==> src/rtl/core/ffha_pkg.sv <==
// ----------------------------------------------------------------------------
// ffha_pkg
// Shared constants, item types and controller/datapath signal groups for the
// first-fit heap allocator.
// ----------------------------------------------------------------------------
package ffha_pkg;

  localparam int unsigned ArenaBytes   = 65536;
  localparam int unsigned GranuleBytes = 8;
  localparam int unsigned NumGranules  = ArenaBytes / GranuleBytes;
  localparam int unsigned SizeW        = $clog2(NumGranules);
  localparam int unsigned IdxW         = SizeW + 1;
  localparam int unsigned GranShift    = $clog2(GranuleBytes);

  localparam logic [1:0] ModeAlloc  = 2'd0;
  localparam logic [1:0] ModeFree   = 2'd1;
  localparam logic [1:0] ModeReinit = 2'd2;

  typedef struct packed {
    logic [1:0]  mode;
    logic [16:0] request_bytes;
    logic [15:0] free_address;
  } in_item_t;

  typedef struct packed {
    logic        ok;
    logic [15:0] payload_offset;
    logic [15:0] free_total;
    logic [15:0] largest_free;
  } out_item_t;

  typedef struct packed {
    logic [SizeW-1:0] size;
    logic             free;
  } hdr_t;

  typedef struct packed {
    logic load;
    logic reinit;
    logic rd_g;
    logic rd_nxt;
    logic walk_start;
    logic hop;
    logic wr_split;
    logic wr_take;
    logic wr_mark;
    logic walk_cap;
    logic walk_merge;
    logic walk_step;
    logic walk_fin;
    logic out_load;
  } cmd_t;

  typedef struct packed {
    logic [1:0] mode;
    logic       req_bad;
    logic       addr_null;
    logic       addr_odd;
    logic       g_end;
    logic       nxt_end;
    logic       fit;
    logic       split;
    logic       hit;
    logic       past;
    logic       merge;
    logic       can_out;
  } sts_t;

endpackage

==> src/rtl/core/ffha_ctrl.sv <==
// ----------------------------------------------------------------------------
// ffha_ctrl
// Sequencer: input transfer, block search, split/mark writes, merge and
// statistics walk, result hand-off.
// ----------------------------------------------------------------------------
module ffha_ctrl (
  input  logic            clk_i,
  input  logic            rst_ni,
  input  logic            in_valid_i,
  output logic            in_stall_o,
  input  ffha_pkg::sts_t  sts_i,
  output ffha_pkg::cmd_t  cmd_o
);

  localparam logic [3:0] StIdle     = 4'd0;
  localparam logic [3:0] StDispatch = 4'd1;
  localparam logic [3:0] StSrchRd   = 4'd2;
  localparam logic [3:0] StSrchEv   = 4'd3;
  localparam logic [3:0] StTake     = 4'd4;
  localparam logic [3:0] StWalk0    = 4'd5;
  localparam logic [3:0] StWalkCap  = 4'd6;
  localparam logic [3:0] StWalkRd   = 4'd7;
  localparam logic [3:0] StWalkEv   = 4'd8;
  localparam logic [3:0] StDone     = 4'd9;

  logic [3:0] state_q, state_d;

  assign in_stall_o = (state_q != StIdle);

  always_comb begin
    state_d = state_q;
    cmd_o   = '0;
    case (state_q)
      StIdle: begin
        if (in_valid_i) begin
          cmd_o.load = 1'b1;
          state_d    = StDispatch;
        end
      end
      StDispatch: begin
        state_d = StWalk0;
        if (sts_i.mode == ffha_pkg::ModeAlloc && !sts_i.req_bad) begin
          state_d = StSrchRd;
        end else if (sts_i.mode == ffha_pkg::ModeFree && !sts_i.addr_null
                     && !sts_i.addr_odd) begin
          state_d = StSrchRd;
        end else if (sts_i.mode == ffha_pkg::ModeReinit) begin
          cmd_o.reinit = 1'b1;
        end
      end
      StSrchRd: begin
        if (sts_i.g_end) begin
          state_d = StWalk0;
        end else begin
          cmd_o.rd_g = 1'b1;
          state_d    = StSrchEv;
        end
      end
      StSrchEv: begin
        if (sts_i.mode == ffha_pkg::ModeAlloc) begin
          if (sts_i.fit && sts_i.split) begin
            cmd_o.wr_split = 1'b1;
            state_d        = StTake;
          end else if (sts_i.fit) begin
            cmd_o.wr_take = 1'b1;
            state_d       = StWalk0;
          end else begin
            cmd_o.hop = 1'b1;
            state_d   = StSrchRd;
          end
        end else begin
          if (sts_i.hit) begin
            cmd_o.wr_mark = 1'b1;
            state_d       = StWalk0;
          end else if (sts_i.past) begin
            state_d = StWalk0;
          end else begin
            cmd_o.hop = 1'b1;
            state_d   = StSrchRd;
          end
        end
      end
      StTake: begin
        cmd_o.wr_take = 1'b1;
        state_d       = StWalk0;
      end
      StWalk0: begin
        cmd_o.walk_start = 1'b1;
        state_d          = StWalkCap;
      end
      StWalkCap: begin
        cmd_o.walk_cap = 1'b1;
        state_d        = StWalkRd;
      end
      StWalkRd: begin
        if (sts_i.nxt_end) begin
          cmd_o.walk_fin = 1'b1;
          state_d        = StDone;
        end else begin
          cmd_o.rd_nxt = 1'b1;
          state_d      = StWalkEv;
        end
      end
      StWalkEv: begin
        if (sts_i.merge) begin
          cmd_o.walk_merge = 1'b1;
        end else begin
          cmd_o.walk_step = 1'b1;
        end
        state_d = StWalkRd;
      end
      StDone: begin
        if (sts_i.can_out) begin
          cmd_o.out_load = 1'b1;
          state_d        = StIdle;
        end
      end
      default: begin
        state_d = StIdle;
      end
    endcase
  end

  always_ff @(posedge clk_i or negedge rst_ni) begin
    if (!rst_ni) begin
      state_q <= StIdle;
    end else begin
      state_q <= state_d;
    end
  end

endmodule

==> config.mk <==
export PLATFORM = sky130hd
export DESIGN_NAME = ffha_ctrl
export DESIGN_NICKNAME = d
export VERILOG_FILES = /design/src/rtl/core/ffha_pkg.sv /design/src/rtl/core/ffha_ctrl.sv
export SDC_FILE = /design/constraint.sdc
export NUM_CORES = 1
export LEC_CHECK = 0
export BUFFER_PORTS_ARGS = -buffer_cell sky130_fd_sc_hd__buf_2
export CORE_AREA = 2 2 39 41
export CTS_CLUSTER_DIAMETER = 120
export CTS_CLUSTER_SIZE = 28
export DETAILED_ROUTE_END_ITERATION = 10
export DIE_AREA = 0 0 41 43
export MAX_ROUTING_LAYER = met4
export PLACE_DENSITY = 0.68
export SLEW_MARGIN = 20
export SYNTH_ARGS = -nofsm -noshare
export SYNTH_HDL_FRONTEND = slang
export SYNTH_SLANG_ARGS = --single-unit
==> constraint.sdc <==
create_clock -name clk_i -period 3.33 [get_ports clk_i]
set_input_delay 0.333 -clock clk_i [delete_from_list [all_inputs] [get_ports clk_i]]
set_output_delay 0.333 -clock clk_i [all_outputs]
set_load 0.02 [all_outputs]
# --- After elaboration in Yosys (flattened, before gate mapping) ---
# Cells that the tools add are included.
totals:
  ff_bits: 4
  word_cells: 71
  inputBits: 16
  out_inout_bits: 15
classes:
  reduce_logical: 12
  eq_ne: 13
  n_mux: 45
ops:
  columns: ["cell", "count"]
  rows:
  - ["$pmux W4 S9", 1]
  - ["$mux W1", 30]
  - ["$mux W4", 5]
  - ["$eq A4 B3 Y1 const B", 4]
  - ["$mux W3", 5]
  - ["$eq A4 B2 Y1 const B", 2]
  - ["$eq A4 B4 Y1 const B", 2]
  - ["$mux W2", 3]
  - ["$eq A4 B1 Y1 const B", 1]
  - ["$logic_and A1 B1 Y1", 4]
  - ["$logic_not A4 Y1", 1]
  - ["$ne A2 B2 Y1 const B", 2]
  - ["$reduce_bool A4 Y1", 1]
  - ["$logic_not A1 Y1", 3]
  - ["$eq A2 B1 Y1 const B", 1]
  - ["$eq A2 B2 Y1 const B", 1]
  - ["$logic_not A2 Y1", 1]
  - ["$pmux W1 S2", 1]
  - ["$reduce_and A2 Y1", 1]
  - ["$reduce_or A2 Y1", 1]

# --- Depth between registers and ports, before layout ---
# Gate-level depths: netlist of the first run.
logic_depth:
  ltp_word: 6
  mapped_depth: 5
  mapped_depth_nobuf: 4

# --- Worst setup path before layout of the first run ---
# OpenSTA, ideal clock, no wires.
synth_path:
  path_type: "register to output"
  from: "reg state_q[2]"
  to: "out cmd_o[12] (netlist name)"
  required_ps: 2997
  arrival_ps: 1358
  stages_incl_launch_ff: 5
  setup_slack_ps: 1639
  n_path_buf: 1
  path_cell_list: "dfrtp_1 buf_4 nor2_1 nand2_1 nor3b_1"
synth_lines:
  columns: ["item", "line_no", "text"]
  rows:
  - ["start: declaration", "ffha_ctrl.sv:26", "logic [3:0] state_q, state_d;"]
  - ["start signal: assignment", "ffha_ctrl.sv:126", "state_q <= StIdle;"]
  - ["start signal: assignment", "ffha_ctrl.sv:128", "state_q <= state_d;"]
  - ["end: declaration", "ffha_ctrl.sv:12", "output ffha_pkg::cmd_t cmd_o"]

==> summary by stage, run 1 <==
Synth
The share of the Yosys chip area taken by registers is 20.0%. The leading area contributor after synthesis is sky130_fd_sc_hd__dfrtp_1. Yosys printed 0 warnings.

The number of different library cells used by synthesis comes to 34. Counting every net in the synthesized netlist gives 88. In this run the cell area of the synthesized design comes to 500 sq um. Synthesis inferred 4 register bits. In the synthesized netlist, the number of instances is 72. The average cell area after synthesis is 6.95 sq um. Of the post-synthesis cell area, the dominant cell type holds 20.0%. After synthesis, the cell types taking the most area are sky130_fd_sc_hd__dfrtp_1, sky130_fd_sc_hd__nor2_1, sky130_fd_sc_hd__and3_1, sky130_fd_sc_hd__nor3_1, sky130_fd_sc_hd__a21oi_1.

Placed design
Once placement finished, the instance area stood at 651 sq um. The count of buffers inserted at the top-level ports is 30. Before CTS, the worst setup slack after placement is 1.70 ns. Once detailed placement completed, the half-perimeter wirelength came to 1.13 mm.

The final weighted congestion of routability-driven global placement is 0.738.

Global routing
The via count of the first global-routing pass was 540. The first global-routing pass estimated 2.21 mm of wire. Entering global routing, the biggest net connects 18 pins. The overall fraction of global-route tracks in use is 18.9%. The initial antenna violation count is 0. The total overflow left after global routing is 0.

Final layout
The final net count is 121. Cells with a size suffix above 1 make up 37.9% of the layout. Compared with the post-synthesis result, the final layout area differs by 36.5%. The layout has 144 filler cells. The most common cell after layout, fill and taps aside is sky130_fd_sc_hd__buf_2.

Once layout is done, the placed cells without fillers occupy 683 sq um. The largest registers in the layout are state_q: 4 flops. Counting flops per register, the top entry is state_q. The top cell types in the final layout, fill and taps aside, are sky130_fd_sc_hd__buf_2, sky130_fd_sc_hd__nor2_1, sky130_fd_sc_hd__nand2_1, sky130_fd_sc_hd__nor3_1.

The register with the most flip-flops in the layout has 4 of them. The diode insertion count for antenna repair is 0.

Floorplan
The die covers 1760 sq um. The area inside the core boundary is 1380 sq um. 31 I/O pins were placed. The horizontal extent of the die is 41 um. From bottom edge to top edge, the die measures 43 um. The standard-cell row count is 14.

The starting density of the core is 36.2%.

CTS
The number of hold buffers added after cts is 1. The clock latency on the worst-skew pair is 0.24 ns. The number of sinks handled by clock tree synthesis is 4.

The number of buffers created by CTS is 3. The H-tree depth is 1. TritonCTS built the clock tree. The number of gates resized after CTS was 0. In this run the deepest clock path goes through 2 buffers.

The master cell of the clock root buffer is sky130_fd_sc_hd__clkbuf_4. The clock-pin slew reported for the worst setup and hold paths after clock tree synthesis is 0.04 ns. In this run the post-CTS setup repair buffer count came out at 0.

Timing
The highest attainable clock frequency is 532 MHz. On the final layout, the worst hold slack is 0.431 ns. Between clock sinks in the finished design, the worst skew comes to 0.00327 ns. Setup repair after global routing left no endpoint under its margin. The final hold violation count is 0. The number of pins exceeding their max-slew limit in the final report is 0.

The transition time of the tightest slew-check pin is 0.501 ns. Setup total negative slack on the finished layout was measured at 0 ns. The fraction of the cycle the final worst path needs is 56.4%. Setup violations remaining at the end of the flow were counted as 0. The relative max-transition margin is 66.6%. The worst path setup slack after routing is 1.45 ns. The final critical-path required period is 1.88 ns.

Setup path
The type of the worst setup path is reg2out. The endpoint arrival time on the critical path is 1.55 ns. The category of the worst setup path capture point is a primary output. Data on the critical path is required at its endpoint by 3.00 ns. The worst register-to-register path begins at state_q[2]$_DFFE_PN0P_. The setup slack of the worst register-to-register path is 1.87 ns. The endpoint identified for the worst register-to-register timing path is state_q[1]$_DFFE_PN0P_. The worst reg-to-reg path cell count is 4.

Along the worst path, the maximum fanout reaches 12. Traced cell by cell, the critical path runs through nand2_2 > nor3_1 > and4_1 > buf_2. STA classifies the critical path startpoint as a register. On the critical path, the stage with the largest delay is an instance of sky130_fd_sc_hd__dfrtp_1. The largest single stage delay on the critical path is 0.53 ns.

Detailed routing
The via count is 638. Summed over all layers, the routed wires come to 1.40 mm. The per-cell routed wire length is 11.7 um. After the first detailed-routing iteration, the DRC count stood at 12.

The detail route stage leaves a number of antenna-violating nets equal to 0. In the routed layout, each cell is associated on average with a via count of 5.36. In the routed design, unresolved DRC markers number 0. The first-pass iteration count of the detailed router is 4.

Pwr
VDD sags by at most 0.535 mV. The analysis attributes to cell leakage a power of 0.357 nW. The power per standard cell area is 783 nW/um^2.

Outcome
The flow ran to the end, and the final reports show no timing, DRC or antenna violations.

Hold path
The class of the tightest hold or removal check is in2async.

Run
The max-cap check violation count is 0.
==> worst max-delay path, delay by kind of cell (launching register included) <==
kind	cells	cell delay, ns
and+or+nand+nor	3	0.62
DFF	1	0.53
buffers and inverters	1	0.15
==> how the worst max path moves through the flow <==
stage                                      start        end  slack, ns  cells after the start
after detailed placement  state_q[1]$_DFFE_PN0P_   cmd_o[7]       1.70                      4
after global placement    state_q[1]$_DFFE_PN0P_   cmd_o[7]       1.73                      4
after CTS                 state_q[1]$_DFFE_PN0P_   cmd_o[7]       1.45                      4
after global routing      state_q[1]$_DFFE_PN0P_   cmd_o[7]       1.30                      4
after floorplan           state_q[2]$_DFFE_PN0P_  cmd_o[12]       1.64                      4
final                     state_q[1]$_DFFE_PN0P_   cmd_o[7]       1.45                      4
==> cell type report <==
cell class	instances	area, sq um	area share [%]
repair buffers	31	160	23.4
multi-input cells	61	365	53.5
clock buffers	3	22.5	3.30
flip-flops and latches	4	100	14.7
inverters	4	15.0	2.20
well taps	16	20.0	2.93
==> cell families after synthesis <==
| kind of cell | Yosys count | share of synthesized area (%) |
|---|---|---|
| AND/OR/NAND/NOR | 42 | 45.2 |
| AO/OA/AOI/OAI | 19 | 27.8 |
| buffers and inverters | 7 | 7.00 |
| flip-flops | 4 | 20.0 |
==> synthesized netlist by cell type <==
cell,count
sky130_fd_sc_hd__nand2_2,1
sky130_fd_sc_hd__nand2b_1,2
sky130_fd_sc_hd__nor3b_1,2
sky130_fd_sc_hd__o31ai_1,1
sky130_fd_sc_hd__o21bai_1,1
sky130_fd_sc_hd__nor3_1,5
sky130_fd_sc_hd__dfrtp_1,4
sky130_fd_sc_hd__and3_1,4
sky130_fd_sc_hd__nor2b_1,3
sky130_fd_sc_hd__o221ai_1,1
sky130_fd_sc_hd__o221ai_2,1
sky130_fd_sc_hd__a21oi_1,4
sky130_fd_sc_hd__a21boi_1,1
sky130_fd_sc_hd__and2b_1,1
sky130_fd_sc_hd__inv_2,2
sky130_fd_sc_hd__nor4_1,2
sky130_fd_sc_hd__nor4b_2,1
sky130_fd_sc_hd__inv_1,2
sky130_fd_sc_hd__and4_1,1
sky130_fd_sc_hd__nor2_1,13
sky130_fd_sc_hd__a31oi_1,1
sky130_fd_sc_hd__o21ai_1,1
sky130_fd_sc_hd__o22ai_1,1
sky130_fd_sc_hd__a21oi_2,1
sky130_fd_sc_hd__nand2_1,5
sky130_fd_sc_hd__o31a_1,1
sky130_fd_sc_hd__buf_2,1
sky130_fd_sc_hd__buf_4,2
sky130_fd_sc_hd__a211oi_1,1
sky130_fd_sc_hd__or2_1,2
sky130_fd_sc_hd__a32oi_1,1
sky130_fd_sc_hd__a2bb2oi_1,1
sky130_fd_sc_hd__a22oi_1,1
sky130_fd_sc_hd__o21ai_0,1
==> stage by stage <==
stage | utilization [%] | power [W] | std cells
global route | 49.4 | 0.000593 | 119
finish | 49.4 | 0.000535 | 119
floorplan | - | 0.000389 | 72
CTS | 49.4 | 0.000539 | 119
global placement | 47.0 | 0.000466 | 115
detailed placement | 47.0 | 0.000475 | 115
==> metal layers <==
layer	up-vias	share of wire [%]	track usage (%)
met5	-	0	-
li1	330	-	-
met4	0	0	6.00
met3	0	6.1	6.28
met2	21	48	27.8
met1	287	46	23.7
==> power by group <==
| part | internal, W | switching (W) | total (W) |
|---|---|---|---|
| Sequential | 0.0000722 | 0.0000719 | 0.000144 |
| Combinational | 0.000136 | 0.000195 | 0.000331 |
| Clock | 0.0000403 | 0.0000196 | 0.0000599 |
| Total | 0.000248 | 0.000286 | 0.000535 |
Power figures use the tool's default switching activity.
==> run 2, diff against run 1 <==
--- a/config.mk
+++ b/config.mk
@@ -6,13 +6,13 @@
 export NUM_CORES = 1
 export LEC_CHECK = 0
 export BUFFER_PORTS_ARGS = -buffer_cell sky130_fd_sc_hd__buf_2
-export CORE_AREA = 2 2 39 41
+export CORE_MARGIN = 1.5
+export CORE_UTILIZATION = 37
 export CTS_CLUSTER_DIAMETER = 120
 export CTS_CLUSTER_SIZE = 28
 export DETAILED_ROUTE_END_ITERATION = 10
-export DIE_AREA = 0 0 41 43
 export MAX_ROUTING_LAYER = met4
-export PLACE_DENSITY = 0.68
+export PLACE_DENSITY = 0.69
 export SLEW_MARGIN = 20
 export SYNTH_ARGS = -nofsm -noshare
 export SYNTH_HDL_FRONTEND = slang
==> constraint.sdc (replaced) <==
create_clock -name clk_i -period 1.6 [get_ports clk_i]
set_input_delay 0.16 -clock clk_i [delete_from_list [all_inputs] [get_ports clk_i]]
set_output_delay 0.16 -clock clk_i [all_outputs]
set_load 0.02 [all_outputs]
==> run 2 against run 1 <==
Net effect: total power is 140% higher; hold slack worse by 0.18 ns; clock skew is 0.011 ns higher; first-iteration DRC count is 33% higher; die area is 10% lower; final area is 11% higher; worst setup slack worse by 1.4 ns; sequential share of layout area is 0.79 points lower; register-to-register slack worse by 1.7 ns; clock power is 120% higher; via count is 5.6% higher; critical endpoint unchanged; largest cell class unchanged.
==> summary by stage, run 2 (synthesis results as in run 1) <==
Final layout
The final net count came to 126 (was 121). The number of flip-flops in the largest register is 4 (unchanged). The most common cell after layout, fill and taps aside is sky130_fd_sc_hd__buf_2 (unchanged). The most flop-heavy register is state_q (unchanged). The share of cells above drive strength 1 is 47.2% (was 37.9%). Biggest regs: state_q: 4 flops (unchanged).

The diode insertion count for antenna repair was 0 (unchanged). Commonest cells after routing, fill and taps aside: sky130_fd_sc_hd__buf_2, sky130_fd_sc_hd__nor2_1, sky130_fd_sc_hd__nand2_1, sky130_fd_sc_hd__buf_4 (was sky130_fd_sc_hd__buf_2, sky130_fd_sc_hd__nor2_1, sky130_fd_sc_hd__nand2_1, sky130_fd_sc_hd__nor3_1). The synthesis-to-layout area growth is 51.5% (was 36.5%).

Detailed routing
The vias per cell is 5.48 (was 5.36). The final wirelength came to 1.63 mm (was 1.40 mm). The first-pass iteration count of the detailed router is 4 (unchanged). The number of remaining DRC errors was 0 (unchanged). The per-cell routed wire length was 13.3 um (was 11.7 um). The violation count after the first detailed-route iteration is 16 (was 12). The via count came to 674 (was 638). The final antenna-violating net count was 0 (unchanged).

Setup path
The endpoint arrival time on the critical path is 1.41 ns (was 1.55 ns). The worst reg-to-reg path cell count is 5 (was 4). Critical Path, Cell by Cell: buf_12 > nor3_4 > and4_1 > buf_2 (was nand2_2 > nor3_1 > and4_1 > buf_2). The delay contributed by the slowest stage of the critical path came to 0.46 ns (was 0.53 ns). The kind of start point of the critical path is a register (unchanged).

The worst endpoint required time is 1.44 ns (was 3.00 ns). The master of the slowest instance on the critical path is sky130_fd_sc_hd__dfrtp_2 (was sky130_fd_sc_hd__dfrtp_1). The type of the worst setup path is reg2out (unchanged).

The largest fanout on the critical path came to 7 (was 12). The category of the worst setup path capture point was a primary output (unchanged).

Placed design
The post-placement worst setup slack is 0.137 ns (was 1.70 ns). The half-perimeter wire length after placement is 1.17 mm (was 1.13 mm). The count of buffers inserted at the top-level ports is 30 (unchanged). The final weighted congestion of routability-driven global placement is 0.856 (was 0.738).

Timing
The final critical-path required period is 1.57 ns. The fraction of the cycle the final worst path needs is 97.9%. Setup repair after global routing missed its margin: true (was false). The transition time of the tightest slew-check pin was 0.320 ns (was 0.501 ns). For this run, the top clock speed supported by timing is 639 MHz.

The worst path setup slack after routing is 0.0341 ns (was 1.45 ns). The final hold violation count is 0 (unchanged). The number of pins exceeding their max-slew limit in the final report is 0 (unchanged). The final setup skew is 0.0143 ns (was 0.00327 ns). The final hold slack is 0.252 ns (was 0.431 ns). The relative max-transition margin is 78.6% (was 66.6%). The setup TNS after final layout is 0 ns (unchanged).

The final-report setup violation count was 0 (unchanged).

Floorplan
The die footprint came to 1580 sq um (was 1760 sq um). The area inside the core boundary is 1280 sq um (was 1380 sq um). The overall die height came to 39.8 um (was 43 um). The standard-cell row count is 13 (was 14).

The horizontal extent of the die is 39.8 um (was 41 um). The starting density of the core is 38.9% (was 36.2%). The count of pins on the block boundary is 31 (unchanged).

Pwr
The power per standard cell area is 1700 nW/um^2 (was 783 nW/um^2). The leakage power is 0.382 nW (was 0.357 nW). The peak ir drop on the vdd network is 0.869 mV (was 0.535 mV).

Global routing
The via count of the first global-routing pass is 532 (was 540). The largest net degree at the start of global routing is 13 (was 18). The global-route wire length before repair was 2.24 mm (was 2.21 mm). The total congestion overflow after global routing is 0 (unchanged). The initial antenna violation count is 0 (unchanged). The overall fraction of global-route tracks in use came to 22.2% (was 18.9%).

CTS
The master cell of the clock root buffer is sky130_fd_sc_hd__clkbuf_4 (unchanged). The clock latency on the worst-skew pair is 0.25 ns (was 0.24 ns). The clock-pin slew reported for the worst setup and hold paths after clock tree synthesis was 0.05 ns (was 0.04 ns). The H-tree depth is 1 (unchanged). The number of sinks handled by clock tree synthesis is 4 (unchanged).

The maximum buffer depth of the clock tree came to 2 (unchanged). The TritonCTS clock tree is done (unchanged). The number of buffers created by CTS is 3 (unchanged).

Run
The max-cap check violation count was 0 (unchanged).

Outcome
Status: finished clean (unchanged).

Hold path
The class of the tightest hold or removal check is in2async (unchanged).
[run 2: cell types whose count changed in the layout (fill, tap and decap cells not counted), sizes merged]
cell and delta:
buf +5
[run 2: layout make-up]
class | count | area (sq um)
sequential | 4 | 105
clock buffer | 3 | 22.5
inverter | 4 | 15.0
timing repair buffer | 36 | 213
tap | 15 | 18.8
multi-input combinational | 61 | 384
fill | 120 | 527
[run 2: through the flow]
stage / instances / utilization [%] / total power (W) / area, sq um
6_report: 123 / 59.0 / 0.00129 / 758
5_1_grt: 123 / 59.0 / 0.00138 / 758
4_1_cts: 121 / 55.6 / 0.00118 / 714
3_5_place_dp: 114 / 50.5 / 0.000978 / 649
3_3_place_gp: 114 / 50.5 / 0.000958 / 649
2_1_floorplan: 72 / - / 0.000810 / 500
[run 2: worst paths after layout]
path / startpoint / end / slack (ns)
setup / recovery: state_q[3]$_DFFE_PN0P_ / cmd_o[7] / 0.03
hold / removal: rst_ni / state_q[0]$_DFFE_PN0P_ / 0.25
setup reg to reg: state_q[2]$_DFFE_PN0P_ / state_q[1]$_DFFE_PN0P_ / 0.21
hold reg to reg: state_q[0]$_DFFE_PN0P_ / state_q[3]$_DFFE_PN0P_ / 0.67
max in group asynchronous: rst_ni / state_q[3]$_DFFE_PN0P_ / 1.20
min in group clk_i: in_valid_i / state_q[0]$_DFFE_PN0P_ / 0.26
[run 2: repair_timing]
item | CTS | global route
endpoints found under the setup margin | 8 | 3
hold buffers | 1 | 0
resized for setup | 5 | 4
buffers inserted | 3 | 2
endpoints found under the hold margin | 4 | 0
[run 2: worst max-delay path, delay by kind of cell (launching register included)]
| kind | cells | cell delay (ns) |
|---|---|---|
| and+or+nand+nor | 2 | 0.40 |
| buffers and inverters | 2 | 0.32 |
| DFF | 1 | 0.46 |
[run 2: metal layers]
metal	global-route usage (%)	wire length, um	up-vias
li1	-	-	336
met1	24.5	688	301
met2	39.8	833	34
met3	0	86	3
met4	12.9	22	0
met5	-	0	-
[run 2: report_power, final]
group	internal [W]	switching, W	total, W
Clock	0.0000842	0.0000470	0.000131
Sequential	0.000161	0.000130	0.000291
Combinational	0.000381	0.000484	0.000865
==> run 3, diff against run 2 <==
--- a/config.mk
+++ b/config.mk
@@ -5,14 +5,16 @@
 export SDC_FILE = /design/constraint.sdc
 export NUM_CORES = 1
 export LEC_CHECK = 0
+export ABC_CLOCK_PERIOD_IN_PS = 1600
 export BUFFER_PORTS_ARGS = -buffer_cell sky130_fd_sc_hd__buf_2
+export CAP_MARGIN = 20
 export CORE_MARGIN = 1.5
 export CORE_UTILIZATION = 37
 export CTS_CLUSTER_DIAMETER = 120
 export CTS_CLUSTER_SIZE = 28
 export DETAILED_ROUTE_END_ITERATION = 10
 export MAX_ROUTING_LAYER = met4
-export PLACE_DENSITY = 0.69
+export PLACE_DENSITY = 0.73
 export SLEW_MARGIN = 20
 export SYNTH_ARGS = -nofsm -noshare
 export SYNTH_HDL_FRONTEND = slang
==> run 3 against run 2 <==
Net effect: hold slack better by 0.010 ns; critical path depth stayed put; wire length is 5.5% lower; final cell count is 2.4% higher; sequential share of layout area down 0.40 points; non-clock buffer count up 3; clock-buffer cell count unchanged.
==> summary by stage, run 3 (synthesis results as in run 1) <==
Outcome
Status: finished clean (unchanged).

Placed design
The number of placed instances, taps included is 114 (unchanged). The final weighted congestion of routability-driven global placement was 0.792 (was 0.856). The count of buffers inserted at the top-level ports is 30 (unchanged). The half-perimeter wire length after placement is 1.14 mm (was 1.17 mm).

Setup path
The kind of start point of the critical path is a register (unchanged). The critical path buffer and inverter count is 1 (was 2). The type of the worst setup path is reg2out (unchanged). The cell family with the largest share of critical-path delay is simple AND/OR/NAND/NOR gates (was flip-flops). The worst endpoint required time is 1.44 ns (about the same).

The endpoint arrival time on the critical path is 1.39 ns (was 1.41 ns). The largest fanout on the critical path is 8 (was 7). The master of the slowest instance on the critical path is sky130_fd_sc_hd__dfrtp_2 (unchanged). The delay contributed by the slowest stage of the critical path was 0.47 ns (was 0.46 ns). Critical Path, Cell by Cell: nor2_2 > nand2_1 > nor3b_2 > buf_2 (was buf_12 > nor3_4 > and4_1 > buf_2). The category of the worst setup path capture point is a primary output (unchanged).

Timing
The number of pins exceeding their max-slew limit in the final report is 0 (unchanged). The fraction of the cycle the final worst path needs is 97.0% (was 97.9%). The final hold violation count came to 0 (unchanged).

The transition time of the tightest slew-check pin is 0.271 ns (was 0.320 ns). The final-report setup violation count is 0 (unchanged). The final critical-path required period is 1.55 ns (was 1.57 ns). The final setup skew is 0.00640 ns (was 0.0143 ns). The relative max-transition margin is 81.9% (was 78.6%).

The highest attainable clock frequency was 644 MHz (was 639 MHz).

Detailed routing
The violation count after the first detailed-route iteration is 17 (was 16). The vias per cell was 5.47 (was 5.48). The first-pass iteration count of the detailed router is 4 (unchanged).

The number of remaining DRC errors came to 0 (unchanged). The final wirelength is 1.54 mm (was 1.63 mm). The via count was 689 (was 674). The per-cell routed wire length was 12.2 um (was 13.3 um).

The final antenna-violating net count came to 0 (unchanged).

Global routing
The overall fraction of global-route tracks in use is 21.8% (was 22.2%). The total congestion overflow after global routing was 0 (unchanged). The initial antenna violation count is 0 (unchanged). The global-route wire length before repair is 2.30 mm (was 2.24 mm). The via count of the first global-routing pass is 539 (was 532). The largest net degree at the start of global routing is 13 (unchanged).

Final layout
The most flop-heavy register is state_q (unchanged). The final non-filler cell total came to 126 (was 123). Biggest regs: state_q: 4 flops (unchanged). The share of cells above drive strength 1 is 50.5% (was 47.2%). The synthesis-to-layout area growth is 56.0% (was 51.5%). The core utilization of the finished layout is 60.8% (was 59.0%). The number of flip-flops in the largest register came to 4 (unchanged). Commonest cells after routing, fill and taps aside: sky130_fd_sc_hd__buf_2, sky130_fd_sc_hd__nor2_1, sky130_fd_sc_hd__buf_4, sky130_fd_sc_hd__nand2_1 (was sky130_fd_sc_hd__buf_2, sky130_fd_sc_hd__nor2_1, sky130_fd_sc_hd__nand2_1, sky130_fd_sc_hd__buf_4). The final net count came to 129 (was 126). The most common cell after layout, fill and taps aside is sky130_fd_sc_hd__buf_2 (unchanged). The diode insertion count for antenna repair is 0 (unchanged).

Floorplan
The standard-cell row count is 13 (unchanged). The overall die height is 39.8 um (unchanged). The count of pins on the block boundary is 31 (unchanged). The horizontal extent of the die is 39.8 um (unchanged). The area inside the core boundary came to 1280 sq um (unchanged). The die footprint is 1580 sq um (unchanged). The starting density of the core is 38.9% (unchanged).

CTS
The clock latency on the worst-skew pair came to 0.24 ns (was 0.25 ns). The number of sinks handled by clock tree synthesis came to 4 (unchanged). The H-tree depth is 1 (unchanged). The number of buffers created by CTS was 3 (unchanged). The TritonCTS clock tree is done (unchanged). The master cell of the clock root buffer is sky130_fd_sc_hd__clkbuf_4 (unchanged).

The maximum buffer depth of the clock tree was 2 (unchanged). The clock-pin slew reported for the worst setup and hold paths after clock tree synthesis is 0.04 ns (was 0.05 ns).

Pwr
The combinational group share of total power is 69.3% (was 67.2%). The power per standard cell area is 1700 nW/um^2 (about the same). The net switching power of the design was 0.000653 W (was 0.000660 W).

The internal power is 0.000674 W (was 0.000627 W). The peak ir drop on the vdd network was 0.996 mV (was 0.869 mV). The power share of the clock group is 9.4% (was 10.2%). The proportion of power drawn by flip-flops and latches was 21.3% (was 22.6%).

The leakage power came to 0.400 nW (was 0.382 nW). The switching share of power is 49.2% (was 51.3%).

Run
The max-cap check violation count is 0 (unchanged).

Hold path
The class of the tightest hold or removal check is in2async (unchanged).
## run 3: cell count changes in the layout (fill, tap and decap cells not counted)
cell | previous run | this run
sky130_fd_sc_hd__buf_2 | 29 | 30
sky130_fd_sc_hd__buf_4 | 5 | 7
sky130_fd_sc_hd__nor2_1 | 12 | 11
sky130_fd_sc_hd__nor4_1 | 2 | 1
sky130_fd_sc_hd__nor3_2 | 0 | 1
sky130_fd_sc_hd__nor2_2 | 1 | 2
sky130_fd_sc_hd__nor4_2 | 0 | 1
sky130_fd_sc_hd__nor3_4 | 1 | 0
## run 3: final timing paths
path / from / slack [ns] / end / cells after the start
max in group asynchronous: rst_ni / 1.20 / state_q[0]$_DFFE_PN0P_ / 2
worst max-delay path: state_q[3]$_DFFE_PN0P_ / 0.05 / cmd_o[12] / 4
worst max register to register: state_q[2]$_DFFE_PN0P_ / 0.23 / state_q[2]$_DFFE_PN0P_ / 5
worst min-delay path: rst_ni / 0.26 / state_q[3]$_DFFE_PN0P_ / 2
min in group clk_i: in_valid_i / 0.27 / state_q[0]$_DFFE_PN0P_ / 3
worst min register to register: state_q[0]$_DFFE_PN0P_ / 0.62 / state_q[3]$_DFFE_PN0P_ / 2
## run 3: area by class of cell
class,instances,area (sq um)
multi-input combinational,61,387
clock buffer,3,22.5
timing repair buffer,39,233
tap,15,18.8
fill,117,504
sequential,4,105
inverter,4,15.0
## run 3: timing repair
| action | CTS | global route |
|---|---|---|
| setup buffers | 5 | 3 |
| gates resized for setup | 5 | 4 |
| hold endpoints to repair | 4 | 0 |
| endpoints found under the setup margin | 8 | 5 |
| hold buffers | 1 | 0 |
## run 3: worst register-to-register path: cells and delay by family, from the launching register on
kind	cells	cell delay, ns
DFF	1	0.48
buffers and inverters	1	0.16
AOI/OAI and AO/OA	3	0.54
and+or+nand+nor	1	0.05
## run 3: layer usage
metal	vias up	global-route usage (%)	wire length, um
met5	-	-	0
met4	0	2.59	0
met3	0	5.11	109
met2	24	34.8	751
met1	318	28.4	680
li1	347	-	-
## run 3: per-stage QoR
| stage | total power, W | setup WS (ns) | instance area (sq um) | hold WS [ns] | setup TNS, ns |
|---|---|---|---|---|---|
| floorplan | 0.000810 | 0.0816 | 500 | -0.136 | 0 |
| finish | 0.00133 | 0.0483 | 781 | 0.262 | 0 |
| detailed placement | 0.000974 | 0.103 | 649 | -0.0315 | 0 |
| CTS | 0.00125 | 0.00900 | 739 | 0.263 | 0 |
| global placement | 0.000953 | 0.178 | 649 | -0.0343 | 0 |
| global route | 0.00144 | -0.00323 | 781 | 0.270 | -0.00323 |
## run 3: power groups by stage
stage	combinational [W]	clock, W	sequential (W)
floorplan	0.000609	0	0.000201
global placement	0.000666	0	0.000287
detailed placement	0.000677	0	0.000297
CTS	0.000838	0.000131	0.000280
global route	0.00101	0.000138	0.000291
finish	0.000920	0.000125	0.000282
